$ cat src/rtl/mlpq_pkg.sv
// ----------------------------------------------------------------------------
// mlpq_pkg: shared definitions of the multilevel priority ready queue
// Sizes, operation codes, cell commands and the entry type of the cell chain.
// ----------------------------------------------------------------------------
`timescale 1ns / 1ps
`default_nettype none

package mlpq_pkg;

  localparam int NUM_PROCS  = 32;
  localparam int NUM_LEVELS = 4;

  localparam int KIND_W = 2;
  localparam int ID_W   = 5;
  localparam int LVL_W  = 2;
  localparam int IDX_W  = $clog2(NUM_PROCS);
  localparam int CNT_W  = $clog2(NUM_PROCS + 1);

  localparam logic [KIND_W-1:0] KIND_ENQ  = 2'd0;
  localparam logic [KIND_W-1:0] KIND_DEQ  = 2'd1;
  localparam logic [KIND_W-1:0] KIND_REM  = 2'd2;
  localparam logic [KIND_W-1:0] KIND_PEEK = 2'd3;

  typedef logic [2:0] cell_op_t;

  localparam cell_op_t CELL_NOP     = 3'd0;
  localparam cell_op_t CELL_INSERT  = 3'd1;
  localparam cell_op_t CELL_SHIFT   = 3'd2;
  localparam cell_op_t CELL_MARK    = 3'd3;
  localparam cell_op_t CELL_COMPACT = 3'd4;

  typedef struct packed {
    logic             valid;
    logic             hole;
    logic [ID_W-1:0]  id;
    logic [LVL_W-1:0] level;
  } entry_t;

  typedef struct packed {
    cell_op_t         op;
    logic [ID_W-1:0]  id;
    logic [LVL_W-1:0] level;
  } cell_cmd_t;

endpackage

`default_nettype wire

$ cat src/rtl/mlpq_if.sv
// ----------------------------------------------------------------------------
// mlpq_if: request and response channels of the ready queue
// Valid/ready channels; an item moves when valid and ready are both high.
// ----------------------------------------------------------------------------
`timescale 1ns / 1ps
`default_nettype none

interface mlpq_req_if;
  logic                       valid;
  logic                       ready;
  logic [mlpq_pkg::KIND_W-1:0] kind;
  logic [mlpq_pkg::ID_W-1:0]   proc_id;
  logic [mlpq_pkg::LVL_W-1:0]  prio_level;

  modport source (output valid, kind, proc_id, prio_level, input ready);
  modport sink (input valid, kind, proc_id, prio_level, output ready);
endinterface

interface mlpq_rsp_if;
  logic                     valid;
  logic                     ready;
  logic                     hit;
  logic [mlpq_pkg::ID_W-1:0] proc_out;
  logic                     all_empty;

  modport source (output valid, hit, proc_out, all_empty, input ready);
  modport sink (input valid, hit, proc_out, all_empty, output ready);
endinterface

`default_nettype wire

$ cat src/rtl/mlpq_cell.sv
// ----------------------------------------------------------------------------
// mlpq_cell: one slot of the sorted queue chain
// Holds one queued id with its level and trades it with its neighbors.
// ----------------------------------------------------------------------------
`timescale 1ns / 1ps
`default_nettype none

module mlpq_cell (
  input  wire logic               clk,
  input  wire logic               rst,
  input  wire mlpq_pkg::cell_cmd_t cmd,
  input  wire mlpq_pkg::entry_t    left,
  input  wire mlpq_pkg::entry_t    right,
  output mlpq_pkg::entry_t         ent
);

  logic                       valid;
  logic                       hole;
  logic [mlpq_pkg::ID_W-1:0]  id;
  logic [mlpq_pkg::LVL_W-1:0] level;

  logic                       valid_next;
  logic                       hole_next;
  logic [mlpq_pkg::ID_W-1:0]  id_next;
  logic [mlpq_pkg::LVL_W-1:0] level_next;
  logic                       self_stays;
  logic                       left_stays;

  assign self_stays = valid && (level <= cmd.level);
  assign left_stays = left.valid && (left.level <= cmd.level);

  always_comb begin
    valid_next = valid;
    hole_next  = hole;
    id_next    = id;
    level_next = level;
    case (cmd.op)
      mlpq_pkg::CELL_INSERT: begin
        if (!self_stays) begin
          if (left_stays) begin
            valid_next = 1'b1;
            id_next    = cmd.id;
            level_next = cmd.level;
          end else begin
            valid_next = left.valid;
            id_next    = left.id;
            level_next = left.level;
          end
          hole_next = 1'b0;
        end
      end
      mlpq_pkg::CELL_SHIFT: begin
        valid_next = right.valid;
        hole_next  = 1'b0;
        id_next    = right.id;
        level_next = right.level;
      end
      mlpq_pkg::CELL_MARK: begin
        if (valid && (id == cmd.id) && (level == cmd.level)) begin
          valid_next = 1'b0;
          hole_next  = 1'b1;
        end
      end
      mlpq_pkg::CELL_COMPACT: begin
        if (hole) begin
          valid_next = right.valid;
          hole_next  = 1'b0;
          id_next    = right.id;
          level_next = right.level;
        end else if (left.hole) begin
          valid_next = 1'b0;
          hole_next  = valid;
        end
      end
      default: begin
      end
    endcase
  end

  always_ff @(posedge clk) begin
    if (rst) begin
      valid <= 1'b0;
      hole  <= 1'b0;
    end else begin
      valid <= valid_next;
      hole  <= hole_next;
    end
  end

  always_ff @(posedge clk) begin
    id    <= id_next;
    level <= level_next;
  end

  assign ent = '{valid: valid, hole: hole, id: id, level: level};

endmodule

`default_nettype wire

$ cat src/rtl/mlpq_ctrl.sv
// ----------------------------------------------------------------------------
// mlpq_ctrl: operation sequencer of the ready queue
// Takes requests, keeps the per-id membership and level, drives the cell
// chain and forms the response.
// ----------------------------------------------------------------------------
`timescale 1ns / 1ps
`default_nettype none

module mlpq_ctrl (
  input  wire logic                clk,
  input  wire logic                rst,
  mlpq_req_if.sink                 req,
  mlpq_rsp_if.source               rsp,
  input  wire mlpq_pkg::entry_t     head,
  output mlpq_pkg::cell_cmd_t       cmd
);

  localparam logic [1:0] ST_IDLE    = 2'd0;
  localparam logic [1:0] ST_EXEC    = 2'd1;
  localparam logic [1:0] ST_COMPACT = 2'd2;

  logic [1:0]                       state;
  logic [1:0]                       state_next;
  logic [mlpq_pkg::KIND_W-1:0]      kind;
  logic [mlpq_pkg::ID_W-1:0]        id;
  logic [mlpq_pkg::LVL_W-1:0]       lvl;
  logic [mlpq_pkg::LVL_W-1:0]       lvl_stored;
  logic [mlpq_pkg::NUM_PROCS-1:0]   member;
  logic [mlpq_pkg::LVL_W-1:0]       lvl_of [mlpq_pkg::NUM_PROCS];
  logic [mlpq_pkg::CNT_W-1:0]       count;
  logic [mlpq_pkg::CNT_W-1:0]       count_next;
  logic [mlpq_pkg::IDX_W-1:0]       cmp_cnt;
  logic [mlpq_pkg::IDX_W-1:0]       cmp_cnt_next;

  logic                             out_valid;
  logic                             out_hit;
  logic [mlpq_pkg::ID_W-1:0]        out_proc;
  logic                             out_empty;

  logic                             go;
  logic                             r_hit;
  logic [mlpq_pkg::ID_W-1:0]        r_proc;
  logic                             set_en;
  logic                             clr_en;
  logic [mlpq_pkg::IDX_W-1:0]       clr_idx;
  logic [mlpq_pkg::IDX_W-1:0]       idx;
  logic                             args_ok;

  assign idx     = id[mlpq_pkg::IDX_W-1:0];
  assign args_ok = (32'(id) < 32'(mlpq_pkg::NUM_PROCS)) &&
                   (32'(lvl) < 32'(mlpq_pkg::NUM_LEVELS));

  assign req.ready     = (state == ST_IDLE);
  assign rsp.valid     = out_valid;
  assign rsp.hit       = out_hit;
  assign rsp.proc_out  = out_proc;
  assign rsp.all_empty = out_empty;

  always_comb begin
    state_next   = state;
    cmd          = '{op: mlpq_pkg::CELL_NOP, id: id, level: lvl};
    go           = 1'b0;
    r_hit        = 1'b0;
    r_proc       = '0;
    count_next   = count;
    cmp_cnt_next = cmp_cnt;
    set_en       = 1'b0;
    clr_en       = 1'b0;
    clr_idx      = idx;
    case (state)
      ST_IDLE: begin
        if (req.valid) begin
          state_next = ST_EXEC;
        end
      end
      ST_EXEC: begin
        if (!out_valid || rsp.ready) begin
          go         = 1'b1;
          state_next = ST_IDLE;
          case (kind)
            mlpq_pkg::KIND_ENQ: begin
              if (args_ok && !member[idx]) begin
                r_hit      = 1'b1;
                set_en     = 1'b1;
                count_next = count + mlpq_pkg::CNT_W'(1);
                cmd.op     = mlpq_pkg::CELL_INSERT;
              end
            end
            mlpq_pkg::KIND_DEQ: begin
              if (head.valid) begin
                r_hit      = 1'b1;
                r_proc     = head.id;
                clr_en     = 1'b1;
                clr_idx    = head.id[mlpq_pkg::IDX_W-1:0];
                count_next = count - mlpq_pkg::CNT_W'(1);
                cmd.op     = mlpq_pkg::CELL_SHIFT;
              end
            end
            mlpq_pkg::KIND_REM: begin
              if (args_ok && member[idx] && (lvl_stored == lvl)) begin
                r_hit        = 1'b1;
                r_proc       = id;
                clr_en       = 1'b1;
                count_next   = count - mlpq_pkg::CNT_W'(1);
                cmd.op       = mlpq_pkg::CELL_MARK;
                cmp_cnt_next = mlpq_pkg::IDX_W'(mlpq_pkg::NUM_PROCS - 1);
                state_next   = ST_COMPACT;
              end
            end
            mlpq_pkg::KIND_PEEK: begin
              if (head.valid) begin
                r_hit  = 1'b1;
                r_proc = head.id;
              end
            end
            default: begin
            end
          endcase
        end
      end
      ST_COMPACT: begin
        cmd.op       = mlpq_pkg::CELL_COMPACT;
        cmp_cnt_next = cmp_cnt - mlpq_pkg::IDX_W'(1);
        if (cmp_cnt == '0) begin
          state_next = ST_IDLE;
        end
      end
      default: begin
        state_next = ST_IDLE;
      end
    endcase
  end

  always_ff @(posedge clk) begin
    if (rst) begin
      state     <= ST_IDLE;
      member    <= '0;
      count     <= '0;
      cmp_cnt   <= '0;
      out_valid <= 1'b0;
    end else begin
      state   <= state_next;
      count   <= count_next;
      cmp_cnt <= cmp_cnt_next;
      if (set_en) begin
        member[idx] <= 1'b1;
      end
      if (clr_en) begin
        member[clr_idx] <= 1'b0;
      end
      if (go) begin
        out_valid <= 1'b1;
      end else if (rsp.ready) begin
        out_valid <= 1'b0;
      end
    end
  end

  always_ff @(posedge clk) begin
    if (req.valid && req.ready) begin
      kind       <= req.kind;
      id         <= req.proc_id;
      lvl        <= req.prio_level;
      lvl_stored <= lvl_of[req.proc_id[mlpq_pkg::IDX_W-1:0]];
    end
    if (set_en) begin
      lvl_of[idx] <= lvl;
    end
    if (go) begin
      out_hit   <= r_hit;
      out_proc  <= r_proc;
      out_empty <= (count_next == '0);
    end
  end

endmodule

`default_nettype wire

$ cat src/rtl/multilevel_priority_ready_queue.sv
// ----------------------------------------------------------------------------
// multilevel_priority_ready_queue: ready queue of process ids by priority
// Enqueue, dequeue, peek and remove over four FIFO priority levels.
// ----------------------------------------------------------------------------
// The queue is a chain of NUM_PROCS cells kept sorted by level, oldest first
// within a level, so the head of the chain is always the next id to run.
// Each item is accepted while the sequencer is idle; in the EXEC state the
// chain updates and the response register loads, and the request side is
// then ready again. EXEC waits while an earlier result is not yet taken. A
// remove that finds its id leaves a gap in the chain that moves one cell per
// cycle toward the end, so such a remove keeps the request side busy through
// the COMPACT state until the gap has passed the last cell. The response
// register frees the request side while a result waits to be taken.
`timescale 1ns / 1ps
`default_nettype none

module multilevel_priority_ready_queue (
  input  wire logic  clk,
  input  wire logic  rst,
  mlpq_req_if.sink   req,
  mlpq_rsp_if.source rsp
);

  mlpq_pkg::entry_t    ent [mlpq_pkg::NUM_PROCS];
  mlpq_pkg::cell_cmd_t cmd;

  localparam mlpq_pkg::entry_t FRONT = '{valid: 1'b1, hole: 1'b0, id: '0, level: '0};
  localparam mlpq_pkg::entry_t BACK  = '{valid: 1'b0, hole: 1'b0, id: '0, level: '0};

  mlpq_ctrl u_ctrl (
    .clk  (clk),
    .rst  (rst),
    .req  (req),
    .rsp  (rsp),
    .head (ent[0]),
    .cmd  (cmd)
  );

  for (genvar i = 0; i < mlpq_pkg::NUM_PROCS; i++) begin : g_cell
    mlpq_pkg::entry_t left;
    mlpq_pkg::entry_t right;

    if (i == 0) begin : g_first
      assign left = FRONT;
    end else begin : g_mid_l
      assign left = ent[i-1];
    end

    if (i == mlpq_pkg::NUM_PROCS - 1) begin : g_last
      assign right = BACK;
    end else begin : g_mid_r
      assign right = ent[i+1];
    end

    mlpq_cell u_cell (
      .clk   (clk),
      .rst   (rst),
      .cmd   (cmd),
      .left  (left),
      .right (right),
      .ent   (ent[i])
    );
  end

endmodule

`default_nettype wire

$ cat src/flat_wrapper.sv
// flat-port wrapper written by rule: the top's interface ports become plain ports
module multilevel_priority_ready_queue_flat 
  (clk, rst, req_valid, req_kind, req_proc_id, req_prio_level, req_ready, rsp_valid, rsp_hit, rsp_proc_out, rsp_all_empty, rsp_ready);
  mlpq_req_if req_i ();
  mlpq_rsp_if rsp_i ();
  input  wire logic clk;
  input  wire logic rst;
  input wire logic [$bits(req_i.valid)-1:0] req_valid;
  input wire logic [$bits(req_i.kind)-1:0] req_kind;
  input wire logic [$bits(req_i.proc_id)-1:0] req_proc_id;
  input wire logic [$bits(req_i.prio_level)-1:0] req_prio_level;
  output wire logic [$bits(req_i.ready)-1:0] req_ready;
  output wire logic [$bits(rsp_i.valid)-1:0] rsp_valid;
  output wire logic [$bits(rsp_i.hit)-1:0] rsp_hit;
  output wire logic [$bits(rsp_i.proc_out)-1:0] rsp_proc_out;
  output wire logic [$bits(rsp_i.all_empty)-1:0] rsp_all_empty;
  input wire logic [$bits(rsp_i.ready)-1:0] rsp_ready;
  assign req_i.valid = req_valid;
  assign req_i.kind = req_kind;
  assign req_i.proc_id = req_proc_id;
  assign req_i.prio_level = req_prio_level;
  assign req_ready = req_i.ready;
  assign rsp_valid = rsp_i.valid;
  assign rsp_hit = rsp_i.hit;
  assign rsp_proc_out = rsp_i.proc_out;
  assign rsp_all_empty = rsp_i.all_empty;
  assign rsp_i.ready = rsp_ready;
  multilevel_priority_ready_queue u_core (.clk(clk), .rst(rst), .req(req_i), .rsp(rsp_i));
endmodule
$ cat config.mk
export PLATFORM = sky130hd
export DESIGN_NAME = multilevel_priority_ready_queue_flat
export DESIGN_NICKNAME = d
export VERILOG_FILES = /design/src/rtl/mlpq_pkg.sv /design/src/rtl/mlpq_if.sv /design/src/rtl/mlpq_cell.sv /design/src/rtl/mlpq_ctrl.sv /design/src/rtl/multilevel_priority_ready_queue.sv /design/src/flat_wrapper.sv
export SDC_FILE = /design/constraint.sdc
export NUM_CORES = 1
export LEC_CHECK = 0
export ABC_CLOCK_PERIOD_IN_PS = 10900
export BUFFER_PORTS_ARGS = -buffer_cell sky130_fd_sc_hd__buf_2
export CAP_MARGIN = 20
export CORE_UTILIZATION = 35
export DETAILED_ROUTE_END_ITERATION = 12
export GPL_TIMING_DRIVEN = 0
export PLACE_DENSITY = 0.48
export SYNTH_ARGS = -nofsm -noshare
export SYNTH_HDL_FRONTEND = slang
export SYNTH_HIERARCHICAL = 1
export SYNTH_SLANG_ARGS = --single-unit
$ cat constraint.sdc
create_clock -name clk -period 10.9 [get_ports clk]
set_input_delay 2.18 -clock clk [delete_from_list [all_inputs] [get_ports clk]]
set_output_delay 2.18 -clock clk [all_outputs]
set_load 0.05 [all_outputs]
==> reports/metrics.cfg <==
[run_status]
status = finished, final reports clean

[clock_tree]
path_clk_slew_ps = 60
cts_sinks = 416
ctsResizeCount = 0
clock_latency_ps = 620
cts_setup_buffers = 0
clockRootBuffer = clkbuf_16
htreeDepth = 2
postCtsHoldBufs = 0
tritoncts = built
numCtsBuffers = 53
clock_path_buffers = 3

[critical_path]
endpoint_kind = register
worstReg2RegEnd = u_core/g_cell[8].u_cell/hole
r2r_cells = 16
critPathLaunchType = register
r2r_setup_slack_ps = 5350
criticalPathCategory = register to register
cp.required_ps = 11390
crit_arrival_ps = 6040
r2r_start = u_core/u_ctrl/id[3]
cp_max_fo = 19

[placed_design]
dp.cells = 4262
dp_slack_ps = 5390
gp_congestion = 0.833
dp_hpwl_um = 60200
numPortBuffers = 21

[timing]
timing.fmax_mhz = 180
slew_violations = 0
rsz0062_at_grt = no
max_slew_margin = 0.279
finalHoldViolations = 0
timing.setup.tns_ps = 0
fin_ws_ps = 5350
worstMarginPinSlew_ps = 1080
period_needed_ps = 5550
setup_viol = 0
fin_crit_sh = 0.509
fin_skew_ps = 26.9

[logic_synthesis]
ys_warn_count = 6
netlist_area_um2 = 29400
synthCells = 3115
syn_avg_cell_area_um2 = 9.45

[final_layout]
fin_util = 0.408
drive_above_1_share = 0.104
mostFrequentLayoutCells = 345 x nand2_1, 306 x edfxtp_1, 256 x o21ai_1, 243 x mux2i_1, 178 x inv_1
final_common_cell = nand2_1
antenna_cells = 0
finalNonFillerCells = 4361
fillers = 8005
area_delta_synth_final_pct = 14.4
nets = 3400

[route]
dr.pass1.iters = 5
routed_via_density = 5.45
via_count = 23778
drt_iter0_markers = 1316
antenna_left = 0
wl_per_cell_um = 18.5
route.detailed.drc = 0
totalWireLength_um = 80700

[floorplanning]
die_h_um = 292
rows = 105
coreArea_um2 = 82600
start_util = 0.356
io_pins = 22
dieArea_um2 = 85300
die_w_um = 292

[global_route]
grt_pass1_vias = 23294
grt_pass1_wl_um = 128000
grt.overflow.total = 0
track_usage = 0.186
antenna_found_initial = 0
grt_max_degree = 71

[min_path]
hold_path_depth = 2
min_from = u_core/u_ctrl/member[11]
hold_path_class = register to register
holdPathEnd = u_core/u_ctrl/member[11]

[power]
p_leak_nw = 13.3
p_per_area_nw_per_um2 = 119
peakVddDrop_v = 0.0000960

[run]
cap_violations = 0

report_power, final:
| group | leakage (nW) | internal (mW) | total (mW) | switching, mW |
|---|---|---|---|---|
| sequential | 3.66 | 1.73 | 1.77 | 0.0391 |
| combinational | 8.80 | 0.207 | 0.473 | 0.266 |
| clock | 0.858 | 1.03 | 1.76 | 0.728 |
| total | 13.3 | 2.97 | 4.00 | 1.03 |
metrics by stage:
stage / area [um2] / hold slack [ps] / power [mW]
6_report: 33700 / 503 / 4.00
5_1_grt: 33700 / 527 / 4.16
3_3_place_gp: 30900 / 460 / 2.23
4_1_cts: 33700 / 503 / 4.06
2_1_floorplan: 29500 / 449 / 2.11
3_5_place_dp: 31900 / 495 / 2.28
sequential cells by signal, indices dropped and copies added, names as in the netlist, 6 cells and up:
signal	flops
u_core/g_cell.u_cell/valid	32
u_core/g_cell.u_cell/level	64
u_core/g_cell.u_cell/hole	32
u_core/u_ctrl/member	32
u_core/u_ctrl/count	6
u_core/u_ctrl/lvl_of	64
u_core/g_cell.u_cell/id	160
final cells by class:
| class | count | area, um2 | area share |
|---|---|---|---|
| plain buffers | 185 | 1020 | 0.0303 |
| clock buffers | 68 | 1440 | 0.0426 |
| clock inverters | 31 | 299 | 0.00888 |
| inverters | 179 | 672 | 0.0199 |
| multi-input cells | 2354 | 16400 | 0.488 |
| flip-flops and latches | 416 | 11400 | 0.338 |
| well taps | 1070 | 1340 | 0.0397 |
| repair buffers | 58 | 1080 | 0.0319 |
worst max-delay path, stage by stage, from the launching register on:
cell and delay [ps]:
edfxtp_1 700, buf_16 240, clkbuf_1 380, nand3b_1 270, o22ai_1 320, o22ai_1 250, a311oi_1 450, buf_2 300
nor2_1 100, nor2_4 620, buf_16 240, buf_2 210, nand3b_1 110, or4_1 550, o21ai_2 220, a21oi_1 110
a311oi_1 310
metal layers:
metal	vias to the layer above	track usage	part of all wire
met5	-	0	0
met4	0	0.0487	0.021
met3	100	0.0205	0.036
met2	454	0.304	0.46
met1	11495	0.258	0.48
li1	11729	-	-
worst max-delay path by stage:
stage / startpoint / to / slack (ps) / depth (start not counted)
6_report: u_core/u_ctrl/id[3] / u_core/g_cell[8].u_cell/hole / 5350 / 16
5_1_grt: u_core/u_ctrl/id[3] / u_core/g_cell[2].u_cell/hole / 4950 / 16
4_1_cts: u_core/u_ctrl/id[3] / u_core/g_cell[8].u_cell/hole / 5340 / 16
3_5_place_dp: rsp_ready / u_core/g_cell[8].u_cell/hole / 5390 / 12
3_3_place_gp: u_core/u_ctrl/lvl[0] / u_core/g_cell[20].u_cell/id[3] / 100 / 11
2_1_floorplan: u_core/u_ctrl/state[0] / u_core/g_cell[0].u_cell/id[1] / 5130 / 6
(Power assumes the default switching activity.)
